[src/design/binary_trie_min_xor_top_assert.svh]
// Assertion macros shared by the trie design files
`ifndef BINARY_TRIE_MIN_XOR_TOP_ASSERT_SVH
`define BINARY_TRIE_MIN_XOR_TOP_ASSERT_SVH
`ifndef SYNTHESIS
`define BTMX_ASSERT(lbl, clk, rst_n, prop, msg) \
    lbl: assert property (@(posedge clk) disable iff (!rst_n) prop) else $error(msg);
`define BTMX_ASSERT_NEXT(lbl, clk, rst_n, ante, cons, msg) \
    lbl: assert property (@(posedge clk) disable iff (!rst_n) ante |=> cons) else $error(msg);
`else
`define BTMX_ASSERT(lbl, clk, rst_n, prop, msg)
`define BTMX_ASSERT_NEXT(lbl, clk, rst_n, ante, cons, msg)
`endif
`endif

[src/design/btmx_pkg.sv]
// Types and constants of the minimum-xor binary trie
package btmx_pkg;

    localparam int KEY_BITS = 31;
    localparam int TAG_BITS = 16;
    localparam int CNT_BITS = 16;
    localparam int LVL_W    = $clog2(KEY_BITS);

    typedef enum logic [1:0] {
        OP_INSERT = 2'd0,
        OP_REMOVE = 2'd1,
        OP_QUERY  = 2'd2,
        OP_CLEAR  = 2'd3
    } op_t;

    typedef enum logic [1:0] {
        STS_OK        = 2'd0,
        STS_FULL      = 2'd1,
        STS_NOT_FOUND = 2'd2,
        STS_EMPTY     = 2'd3
    } status_t;

    typedef struct packed {
        op_t                 opcode;
        logic [KEY_BITS-1:0] key;
        logic [TAG_BITS-1:0] tag;
    } req_t;

    typedef struct packed {
        status_t             status;
        logic [TAG_BITS-1:0] found_tag;
        logic [KEY_BITS-1:0] found_key;
    } rsp_t;

    typedef enum logic [3:0] {
        ST_IDLE,
        ST_CK_WALK,
        ST_CK_EVAL,
        ST_UP_WALK,
        ST_UP_INC,
        ST_UP_ALLOC,
        ST_Q_ROOT_A,
        ST_Q_ROOT_B,
        ST_Q_ROOT_C,
        ST_Q_WALK,
        ST_Q_PICK,
        ST_Q_TAG,
        ST_CLR,
        ST_RESP
    } state_t;

    typedef struct packed {
        logic    load;
        logic    init_walk;
        logic    descend;
        logic    flip;
        logic    step_lvl;
        logic    cnt_rd;
        logic    root_rd;
        logic    root_idx;
        logic    live0_cap;
        logic    cnt_wr;
        logic    cnt_dec;
        logic    tag_wr;
        logic    tag_rd;
        logic    attach;
        logic    alloc;
        logic    clear;
        logic    respond;
        status_t status;
    } cmd_t;

    typedef struct packed {
        op_t  opcode;
        logic pref_zero;
        logic pref_live;
        logic cnt_max;
        logic cnt_zero;
        logic room_ok;
        logic lvl_zero;
        logic root_empty;
        logic out_busy;
    } dp_status_t;

endpackage

[src/design/btmx_controller.sv]
// Trie controller: sequences the check and update walks of insert and remove, the query walk and clear
`include "binary_trie_min_xor_top_assert.svh"

module btmx_controller (
    input  logic                 clk,
    input  logic                 rst_n,
    input  logic                 req_valid,
    input  btmx_pkg::op_t        req_opcode,
    input  btmx_pkg::dp_status_t dstat,
    output btmx_pkg::cmd_t       cmd,
    output logic                 req_stall
);

    btmx_pkg::state_t  state_reg;
    btmx_pkg::state_t  state_next;
    btmx_pkg::status_t status_reg;
    btmx_pkg::status_t status_next;

    always_ff @(posedge clk or negedge rst_n)
    begin
        if (!rst_n)
        begin
            state_reg  <= btmx_pkg::ST_IDLE;
            status_reg <= btmx_pkg::STS_OK;
        end
        else
        begin
            state_reg  <= state_next;
            status_reg <= status_next;
        end
    end

    always_comb
    begin
        cmd         = '0;
        state_next  = state_reg;
        status_next = status_reg;
        case (state_reg)
            btmx_pkg::ST_IDLE:
            begin
                if (req_valid)
                begin
                    cmd.load      = 1'b1;
                    cmd.init_walk = 1'b1;
                    case (req_opcode)
                        btmx_pkg::OP_INSERT: state_next = btmx_pkg::ST_CK_WALK;
                        btmx_pkg::OP_REMOVE: state_next = btmx_pkg::ST_CK_WALK;
                        btmx_pkg::OP_QUERY:  state_next = btmx_pkg::ST_Q_ROOT_A;
                        btmx_pkg::OP_CLEAR:  state_next = btmx_pkg::ST_CLR;
                        default:             state_next = btmx_pkg::ST_CLR;
                    endcase
                end
            end
            // check walk: nothing is written until the whole path passes
            btmx_pkg::ST_CK_WALK:
            begin
                if (dstat.pref_zero)
                begin
                    if (dstat.opcode == btmx_pkg::OP_INSERT)
                    begin
                        if (dstat.room_ok)
                        begin
                            cmd.init_walk = 1'b1;
                            state_next    = btmx_pkg::ST_UP_WALK;
                        end
                        else
                        begin
                            status_next = btmx_pkg::STS_FULL;
                            state_next  = btmx_pkg::ST_RESP;
                        end
                    end
                    else
                    begin
                        status_next = btmx_pkg::STS_NOT_FOUND;
                        state_next  = btmx_pkg::ST_RESP;
                    end
                end
                else
                begin
                    cmd.descend = 1'b1;
                    state_next  = btmx_pkg::ST_CK_EVAL;
                end
            end
            btmx_pkg::ST_CK_EVAL:
            begin
                if ((dstat.opcode == btmx_pkg::OP_INSERT) && dstat.cnt_max)
                begin
                    status_next = btmx_pkg::STS_FULL;
                    state_next  = btmx_pkg::ST_RESP;
                end
                else if ((dstat.opcode == btmx_pkg::OP_REMOVE) && dstat.cnt_zero)
                begin
                    status_next = btmx_pkg::STS_NOT_FOUND;
                    state_next  = btmx_pkg::ST_RESP;
                end
                else if (dstat.lvl_zero)
                begin
                    cmd.init_walk = 1'b1;
                    state_next    = btmx_pkg::ST_UP_WALK;
                end
                else
                begin
                    cmd.step_lvl = 1'b1;
                    state_next   = btmx_pkg::ST_CK_WALK;
                end
            end
            btmx_pkg::ST_UP_WALK:
            begin
                if (dstat.pref_zero)
                begin
                    cmd.attach = 1'b1;
                    state_next = btmx_pkg::ST_UP_ALLOC;
                end
                else
                begin
                    cmd.descend = 1'b1;
                    state_next  = btmx_pkg::ST_UP_INC;
                end
            end
            btmx_pkg::ST_UP_INC:
            begin
                cmd.cnt_wr  = 1'b1;
                cmd.cnt_dec = (dstat.opcode == btmx_pkg::OP_REMOVE);
                if (dstat.lvl_zero)
                begin
                    cmd.tag_wr  = (dstat.opcode == btmx_pkg::OP_INSERT);
                    status_next = btmx_pkg::STS_OK;
                    state_next  = btmx_pkg::ST_RESP;
                end
                else
                begin
                    cmd.step_lvl = 1'b1;
                    state_next   = btmx_pkg::ST_UP_WALK;
                end
            end
            btmx_pkg::ST_UP_ALLOC:
            begin
                cmd.alloc = 1'b1;
                if (dstat.lvl_zero)
                begin
                    status_next = btmx_pkg::STS_OK;
                    state_next  = btmx_pkg::ST_RESP;
                end
                else
                begin
                    cmd.step_lvl = 1'b1;
                end
            end
            btmx_pkg::ST_Q_ROOT_A:
            begin
                cmd.root_rd  = 1'b1;
                cmd.root_idx = 1'b0;
                state_next   = btmx_pkg::ST_Q_ROOT_B;
            end
            btmx_pkg::ST_Q_ROOT_B:
            begin
                cmd.live0_cap = 1'b1;
                cmd.root_rd   = 1'b1;
                cmd.root_idx  = 1'b1;
                state_next    = btmx_pkg::ST_Q_ROOT_C;
            end
            btmx_pkg::ST_Q_ROOT_C:
            begin
                if (dstat.root_empty)
                begin
                    status_next = btmx_pkg::STS_EMPTY;
                    state_next  = btmx_pkg::ST_RESP;
                end
                else
                begin
                    state_next = btmx_pkg::ST_Q_WALK;
                end
            end
            btmx_pkg::ST_Q_WALK:
            begin
                cmd.cnt_rd = 1'b1;
                state_next = btmx_pkg::ST_Q_PICK;
            end
            btmx_pkg::ST_Q_PICK:
            begin
                cmd.descend = 1'b1;
                cmd.flip    = !dstat.pref_live;
                if (dstat.lvl_zero)
                begin
                    state_next = btmx_pkg::ST_Q_TAG;
                end
                else
                begin
                    cmd.step_lvl = 1'b1;
                    state_next   = btmx_pkg::ST_Q_WALK;
                end
            end
            btmx_pkg::ST_Q_TAG:
            begin
                cmd.tag_rd  = 1'b1;
                status_next = btmx_pkg::STS_OK;
                state_next  = btmx_pkg::ST_RESP;
            end
            btmx_pkg::ST_CLR:
            begin
                cmd.clear   = 1'b1;
                status_next = btmx_pkg::STS_OK;
                state_next  = btmx_pkg::ST_RESP;
            end
            btmx_pkg::ST_RESP:
            begin
                if (!dstat.out_busy)
                begin
                    cmd.respond = 1'b1;
                    cmd.status  = status_reg;
                    state_next  = btmx_pkg::ST_IDLE;
                end
            end
            default:
            begin
                state_next = btmx_pkg::ST_IDLE;
            end
        endcase
    end

    assign req_stall = (state_reg != btmx_pkg::ST_IDLE);

    `BTMX_ASSERT_NEXT(a_req_leaves_idle, clk, rst_n, (req_valid && !req_stall), (state_reg != btmx_pkg::ST_IDLE), "accepted request left controller idle")

endmodule

[config.mk]
export PLATFORM = sky130hd
export DESIGN_NAME = btmx_controller
export DESIGN_NICKNAME = d
export VERILOG_FILES = /design/src/design/btmx_pkg.sv /design/src/design/btmx_controller.sv
export VERILOG_INCLUDE_DIRS = /design/src /design/src/design
export SDC_FILE = /design/constraint.sdc
export NUM_CORES = 1
export LEC_CHECK = 0
export ABC_AREA = 1
export BUFFER_PORTS_ARGS = -buffer_cell sky130_fd_sc_hd__buf_4
export CORE_MARGIN = 4
export CORE_UTILIZATION = 35
export CTS_CLUSTER_DIAMETER = 200
export CTS_CLUSTER_SIZE = 10
export DETAILED_ROUTE_END_ITERATION = 8
export GPL_ROUTABILITY_DRIVEN = 0
export PLACE_DENSITY = 0.62
export RECOVER_POWER = 50
export SLEW_MARGIN = 20
export SYNTH_ARGS = -nofsm -noshare
export SYNTH_HDL_FRONTEND = slang
export SYNTH_SLANG_ARGS = --single-unit
export TNS_END_PERCENT = 20
[constraint.sdc]
create_clock -name clk -period 2.8 [get_ports clk]
set_input_delay 0 -clock clk [delete_from_list [all_inputs] [get_ports clk]]
set_output_delay 0 -clock clk [all_outputs]
set_load 0.05 [all_outputs]
# Word-level counts from Yosys, hierarchy flattened
# Cells that the tools add are included.
# totals
register_bits,6
out_inout_bits,20
wordCells,93
# classes
eq_ne,25
mux,51
reduce_logical,15
# op_table
op,n
one-hot mux 4 bit (13 select lines),1
2-to-1 mux 4 bit,9
"equality test 4 bit, second input constant",6
2-to-1 mux 1 bit,21
2-to-1 mux 2 bit,10
"equality test 4 x 3 -> 1 bit, second input constant",4
2-to-1 mux 3 bit,4
one-hot mux 4 bit (3 select lines),1
"!= test 2 bit, second input constant",5
one-hot mux 2 bit (5 select lines),1
"equality test 4 x 2 -> 1 bit, second input constant",2
OR reduction 2 bit,4
"!= test 3 bit, second input constant",2
AND reduction 6 bit,1
nonzero test 5 bit,1
"equality test 2 x 1 -> 1 bit, second input constant",2
"equality test 2 bit, second input constant",2
"equality test 4 x 1 -> 1 bit, second input constant",1
logical NOT 2 bit,2
logical NOT 4 bit,1
one-hot mux 1 bit (2 select lines),2
one-hot mux 2 bit (2 select lines),1
nonzero test 4 bit,1
one-hot mux 1 bit (3 select lines),1
other kinds (5),6

# Logic depth before layout (Yosys ltp)
# Gate-level depths: netlist of the first run.
# logic_depth
ltp_word,5
ltp_mapped,10

# Worst setup path after synthesis of the first run
# OpenSTA, ideal clock, no wires.
# synth_timing
kind,register to output
from,reg state_reg[2]
to,out cmd[0] in the netlist's numbering
arrival_time_ns,1.927
required_time_ns,2.800
slack_ns,0.873
path_stages_with_launch,5
n_path_buf,0
cell_sequence,dfrtp_1 nand2_1 nor2_1 inv_1 nor3b_1
# synth_lines
item,line,source
"start, declared",btmx_controller.sv:14,btmx_pkg::state_t state_reg;
"start signal, assigned",btmx_controller.sv:23,state_reg <= btmx_pkg::ST_IDLE;
"start signal, assigned",btmx_controller.sv:28,state_reg <= state_next;
"end, declared",btmx_controller.sv:10,"output btmx_pkg::cmd_t cmd,"

==> metrics.md, run 1 <==
| Metric | Value |
|---|---|
| Status | `finished, final reports clean` |
| Die height | `56.2 um` |
| Clock network fraction of design power | `0.068` |
| Total CTS buffers | `3` |
| DRT iter0 DRCs | `49` |
| Synth cell types | `22` |
| CP arrival | `1.89 ns` |
| Initial Util | `0.368` |
| Most frequent cells in the layout | `nand2_1 (54), nor2_1 (28), buf_4 (27)` |
| Syn_nets | `170` |
| Register share of total power | `0.148` |
| H-tree level count | `1` |
| Die area | `3160 um^2` |
| Row count | `17` |
| Post-synth ARST share | `1.00` |
| Inst Count DP | `216` |
| Routed WL per cell | `11.5 um` |
| Global-route wire length before repair | `4.24 mm` |
| Top-level I/O count | `35` |
| Largest buffer count on any clock path | `2` |
| Nets@finish | `209` |
| DRT Pass-1 Iters | `4` |
| Final hold vios | `0` |
| Max-cap violations | `0` |
| Worst ir drop on vdd | `0.000606 V` |
| Logic pwr share | `0.784` |
| Internal power | `0.463 mW` |
| Root buffer cell | `clkbuf_4` |
| Most common cell after layout, fill and taps aside | `nand2_1` |
| Prevailing post-synth register cell | `dfrtp_1` |
| Fin crit share | `0.674` |
| Pleak | `0.694 nW` |
| Worst min-delay path class | `input port to flip-flop` |
| Mapped Cells | `155` |
| Crit path max fanout | `6` |
| I/O Buffers | `34` |
| CP startpoint kind | `flip-flop` |
| Setup total negative slack | `0 ns` |
| GRT Util Overall | `0.162` |
| Total Wirelength | `2.53 mm` |
| Worst-Margin Slew | `0.604 ns` |
| Clock sinks | `6` |
| Largest net degree at the start of global routing | `10` |
| Endpoints failing setup | `0` |
| Final Max Tran Viols | `0` |
| CTS tree | `built` |
| Die Span X | `56.2 um` |
| Area of the mapped netlist | `815 um^2` |
| Register bit total from synthesis | `6` |
| Core area | `2210 um^2` |
| Clock latency on the worst-skew pair | `0.25 ns` |
| Vias per std cell | `4.81` |
| Vias in the first global route | `1,013` |
| Clock transition at the registers of the reported paths | `0.04 ns` |
| Residual DRC | `0` |
| Share of layout cells above drive strength 1 | `0.224` |
| Largest register FFs | `4` |
| Non-Filler Instances | `220` |
| Fin crit period | `1.89 ns` |
| Setup bufs post-CTS | `0` |
| Max Freq | `530 MHz` |
| Area of the multi-input gates | `528 um^2` |
| HPWL Detailed | `2.13 mm` |
| Fillers | `261` |
| Avg Inst Size Synth | `5.26 um^2` |
| Final ANT Viol Nets | `0` |
| Net Sw Frac | `0.624` |
| Reg area | `150 um^2` |
| Post-synth EDFFs | `0` |
| YS warnings | `0` |
| Power Density | `1140 nW/um^2` |
| Initial antenna violation count | `0` |
| Inserted Diodes | `0` |
| RSZ-0062 raised after global routing | `false` |
| Critical path class | `flip-flop to output port` |
| Critical Path Sink Type | `output port` |
| Slew headroom | `0.599` |
| Critical Path RT | `2.80 ns` |
| P_sw | `0.767 mW` |
| Routed vias | `1,058` |
| Seq/Total Area, Yosys | `0.184` |
| Synth-to-Final Area Change | `33.0%` |
| Global route overflow | `0` |
| Clk_skew | `0.00435 ns` |
==> cell type report <==
cell class	count	share of cell area
clock buffers	3	0.0208
inverters	29	0.100
multi-input cells	119	0.487
flip-flops and latches	6	0.139
well taps	28	0.0323
repair buffers	35	0.221
==> critical path, stage by stage, from the launching register on <==
cell	delay, ns
dfrtp_1	0.43
nor2_1	0.35
nand2_1	0.24
nor2_1	0.13
clkbuf_1	0.48
==> power groups by stage <==
stage               Clock, mW  Sequential (mW)  Combinational, mW
floorplan                   0            0.180              0.754
global placement            0            0.187              0.996
detailed placement          0            0.190              0.995
CTS                    0.0847            0.189               1.00
global route           0.0878            0.186               1.08
finish                 0.0838            0.182              0.964
==> cell usage after synthesis, types with 2 or more instances <==
| cell type | count | area (um^2) |
|---|---|---|
| nand2_1 | 53 | 199 |
| nor2_1 | 25 | 93.8 |
| inv_1 | 23 | 86.3 |
| nand3_1 | 16 | 80.1 |
| dfrtp_1 | 6 | 150 |
| inv_2 | 6 | 22.5 |
| nor2_2 | 4 | 25.0 |
| nand2_2 | 3 | 18.8 |
| a21oi_1 | 2 | 10.0 |
| a31oi_1 | 2 | 12.5 |
| nand4_1 | 2 | 12.5 |
| nor2_4 | 2 | 22.5 |
| nor3b_1 | 2 | 15.0 |
==> cell families after synthesis <==
family / after synthesis / synth area share
AOI/OAI and AO/OA: 8 / 0.0599
buffers and inverters: 30 / 0.143
DFF: 6 / 0.184
and+or+nand+nor: 111 / 0.613
==> what timing repair did <==
item,CTS,global route
hold buffers,1,0
gates resized for setup,0,0
endpoints found under the hold margin,6,0
==> path summary, 6_finish.rpt <==
kind	startpoint	endpoint	slack, ns	cells past startpoint
worst max-delay path	state_reg[2]	cmd[15]	0.91	4
worst min-delay path	dstat[0]	state_reg[3]	0.01	3
worst max register to register	state_reg[2]	status_reg[1]	1.17	9
worst min register to register	status_reg[0]	status_reg[0]	0.49	2
max in group asynchronous	rst_n	state_reg[1]	2.38	2
min in group asynchronous	rst_n	status_reg[0]	0.16	2
==> per-stage QoR <==
| step | area, um^2 | util | power [mW] | hold WS, ns | setup WS [ns] |
|---|---|---|---|---|---|
| 2_1_floorplan | 815 | - | 0.935 | -0.296 | 0.873 |
| 3_3_place_gp | 1100 | 0.496 | 1.18 | -0.189 | 1.35 |
| 3_5_place_dp | 1100 | 0.496 | 1.18 | -0.189 | 1.27 |
| 4_1_cts | 1130 | 0.511 | 1.27 | 0.0148 | 1.07 |
| 5_1_grt | 1080 | 0.490 | 1.35 | 0.0276 | 0.801 |
| 6_report | 1080 | 0.490 | 1.23 | 0.0144 | 0.914 |
==> per-layer routing <==
| metal | part of all wire | wire, um | vias up | GRT usage |
|---|---|---|---|---|
| li1 | - | - | 554 | - |
| met1 | 0.44 | 1120 | 455 | 0.200 |
| met2 | 0.45 | 1140 | 43 | 0.270 |
| met3 | 0.085 | 214 | 6 | 0.0394 |
| met4 | 0.018 | 46 | 0 | 0.0576 |
| met5 | 0 | 0 | - | 0 |
(Power assumes the default switching activity.)
==> run 2, diff against run 1 <==
==> constraint.sdc (replaced) <==
create_clock -name clk -period 1.94 [get_ports clk]
set_input_delay 0 -clock clk [delete_from_list [all_inputs] [get_ports clk]]
set_output_delay 0 -clock clk [all_outputs]
set_load 0.05 [all_outputs]
==> metrics.md, run 2 (synthesized netlist as in run 1, its figures left out) <==
| Metric | Value |
|---|---|
| Status | `finished, final reports clean (unchanged)` |
| Fin crit period | `1.73 ns` |
| Internal power | `0.670 mW (was 0.463 mW)` |
| Final cell utilization of the core | `0.492 (was 0.490)` |
| Max Freq | `577 MHz` |
| Row count | `17 (unchanged)` |
| Max-cap violations | `0 (unchanged)` |
| P_sw | `1.11 mW (was 0.767 mW)` |
| Global route overflow | `0 (unchanged)` |
| Total Wirelength | `2.52 mm (was 2.53 mm)` |
| Slew headroom | `0.599 (unchanged)` |
| Residual DRC | `0 (unchanged)` |
| Clock transition at the registers of the reported paths | `0.04 ns (about the same)` |
| Setup WS post-layout | `0.208 ns (was 0.914 ns)` |
| Net Sw Frac | `0.623 (was 0.624)` |
| Non-Filler Instances | `220 (unchanged)` |
| DRT iter0 DRCs | `49 (unchanged)` |
| Register share of total power | `0.148 (about the same)` |
| Clock network fraction of design power | `0.068 (about the same)` |
| Pleak | `0.704 nW (was 0.694 nW)` |
| Largest buffer count on any clock path | `2 (unchanged)` |
| GRT Util Overall | `0.162 (unchanged)` |
| Most frequent cells in the layout | `nand2_1 (54), nor2_1 (28), buf_4 (27) (unchanged)` |
| Routed WL per cell | `11.5 um (about the same)` |
| Share of layout cells above drive strength 1 | `0.240 (was 0.224)` |
| Setup total negative slack | `0 ns (unchanged)` |
| Die Span X | `56.2 um (unchanged)` |
| Root buffer cell | `clkbuf_4 (unchanged)` |
| Inst Count DP | `216 (unchanged)` |
| Routed vias | `1,058 (unchanged)` |
| CP arrival | `1.73 ns (was 1.89 ns)` |
| RSZ-0062 raised after global routing | `false (unchanged)` |
| Final ANT Viol Nets | `0 (unchanged)` |
| Fin crit share | `0.893` |
| Worst-Margin Slew | `0.604 ns (unchanged)` |
| Logic pwr share | `0.784 (about the same)` |
| Power Density | `1630 nW/um^2 (was 1140 nW/um^2)` |
| CP startpoint kind | `flip-flop (unchanged)` |
| Largest register FFs | `4 (unchanged)` |
| I/O Buffers | `34 (unchanged)` |
| Die area | `3160 um^2 (unchanged)` |
| Inserted Diodes | `0 (unchanged)` |
| Final Max Tran Viols | `0 (unchanged)` |
| Die height | `56.2 um (unchanged)` |
| Top-level I/O count | `35 (unchanged)` |
| HPWL Detailed | `2.13 mm (unchanged)` |
| Synth-to-Final Area Change | `33.5% (was 33.0%)` |
| DRT Pass-1 Iters | `4 (unchanged)` |
| H-tree level count | `1 (unchanged)` |
| Critical Path Sink Type | `output port (unchanged)` |
| Endpoints failing setup | `0 (unchanged)` |
| Core area | `2210 um^2 (unchanged)` |
| Worst ir drop on vdd | `0.000876 V (was 0.000606 V)` |
| Final hold vios | `0 (unchanged)` |
| Initial Util | `0.368 (unchanged)` |
| Clock latency on the worst-skew pair | `0.25 ns (about the same)` |
| Clock sinks | `6 (unchanged)` |
| Vias per std cell | `4.81 (unchanged)` |
| Fillers | `262 (was 261)` |
| Worst min-delay path class | `input port to flip-flop (unchanged)` |
| Setup bufs post-CTS | `0 (unchanged)` |
| Vias in the first global route | `1,013 (unchanged)` |
| Most common cell after layout, fill and taps aside | `nand2_1 (unchanged)` |
| Overall power consumption | `1.78 mW (was 1.23 mW)` |
| Clk_skew | `0.00435 ns (unchanged)` |
| Crit path max fanout | `6 (unchanged)` |
| Critical path class | `flip-flop to output port (unchanged)` |
| CTS tree | `built (unchanged)` |
| Largest net degree at the start of global routing | `10 (unchanged)` |
| Nets@finish | `209 (unchanged)` |
| Placement Setup Slack | `0.406 ns (was 1.27 ns)` |
| Global-route wire length before repair | `4.24 mm (unchanged)` |
| Critical Path RT | `1.94 ns (was 2.80 ns)` |
| Initial antenna violation count | `0 (unchanged)` |
| Total CTS buffers | `3 (unchanged)` |
[run 2: what timing repair did]
action                                  CTS  global route
gates resized for setup                   0             0
hold endpoints to repair                  6             0
endpoints found under the setup margin    0             0
hold buffers                              1             0
[run 2: critical path, stage by stage, from the launching register on]
cell,delay (ns)
dfrtp_1,0.43
nor2_1,0.37
nand2_2,0.15
inv_1,0.10
nand2_1,0.05
o221ai_1,0.15
buf_4,0.23
[run 2: final timing paths]
kind                                  to          start  slack (ns)  depth (start not counted)
setup reg to reg           status_reg[1]   state_reg[2]        0.31                          9
hold reg to reg            status_reg[0]  status_reg[0]        0.49                          2
min in group asynchronous  status_reg[0]          rst_n        0.16                          2
setup / recovery                 cmd[17]   state_reg[2]        0.21                          6
hold / removal              state_reg[3]       dstat[0]        0.01                          3
max in group asynchronous   state_reg[1]          rst_n        1.52                          2
[run 2: cell type report]
| cell class | count | area (um^2) | share of cell area |
|---|---|---|---|
| clock buffer | 3 | 22.5 | 0.0207 |
| inverter | 29 | 109 | 0.100 |
| multi-input combinational | 119 | 528 | 0.486 |
| sequential | 6 | 150 | 0.138 |
| tap | 28 | 35.0 | 0.0322 |
| timing repair buffer | 35 | 243 | 0.223 |
[run 2: metal layers]
layer  wire, um  global-route usage
met4         46              0.0576
met3        217              0.0394
met1       1110               0.200
met5          0                   0
met2       1150               0.270
[run 2: stage by stage]
step	cell area [um^2]	hold WS, ns
6_report	1090	0.0144
5_1_grt	1090	0.0276
4_1_cts	1130	0.0148
3_5_place_dp	1100	-0.189
3_3_place_gp	1100	-0.189
2_1_floorplan	815	-0.296
[run 2: power groups by stage]
stage	clock, mW	sequential [mW]	combinational (mW)
finish	0.121	0.262	1.39
global route	0.127	0.268	1.55
CTS	0.122	0.273	1.44
detailed placement	0	0.274	1.44
global placement	0	0.269	1.44
floorplan	0	0.260	1.09
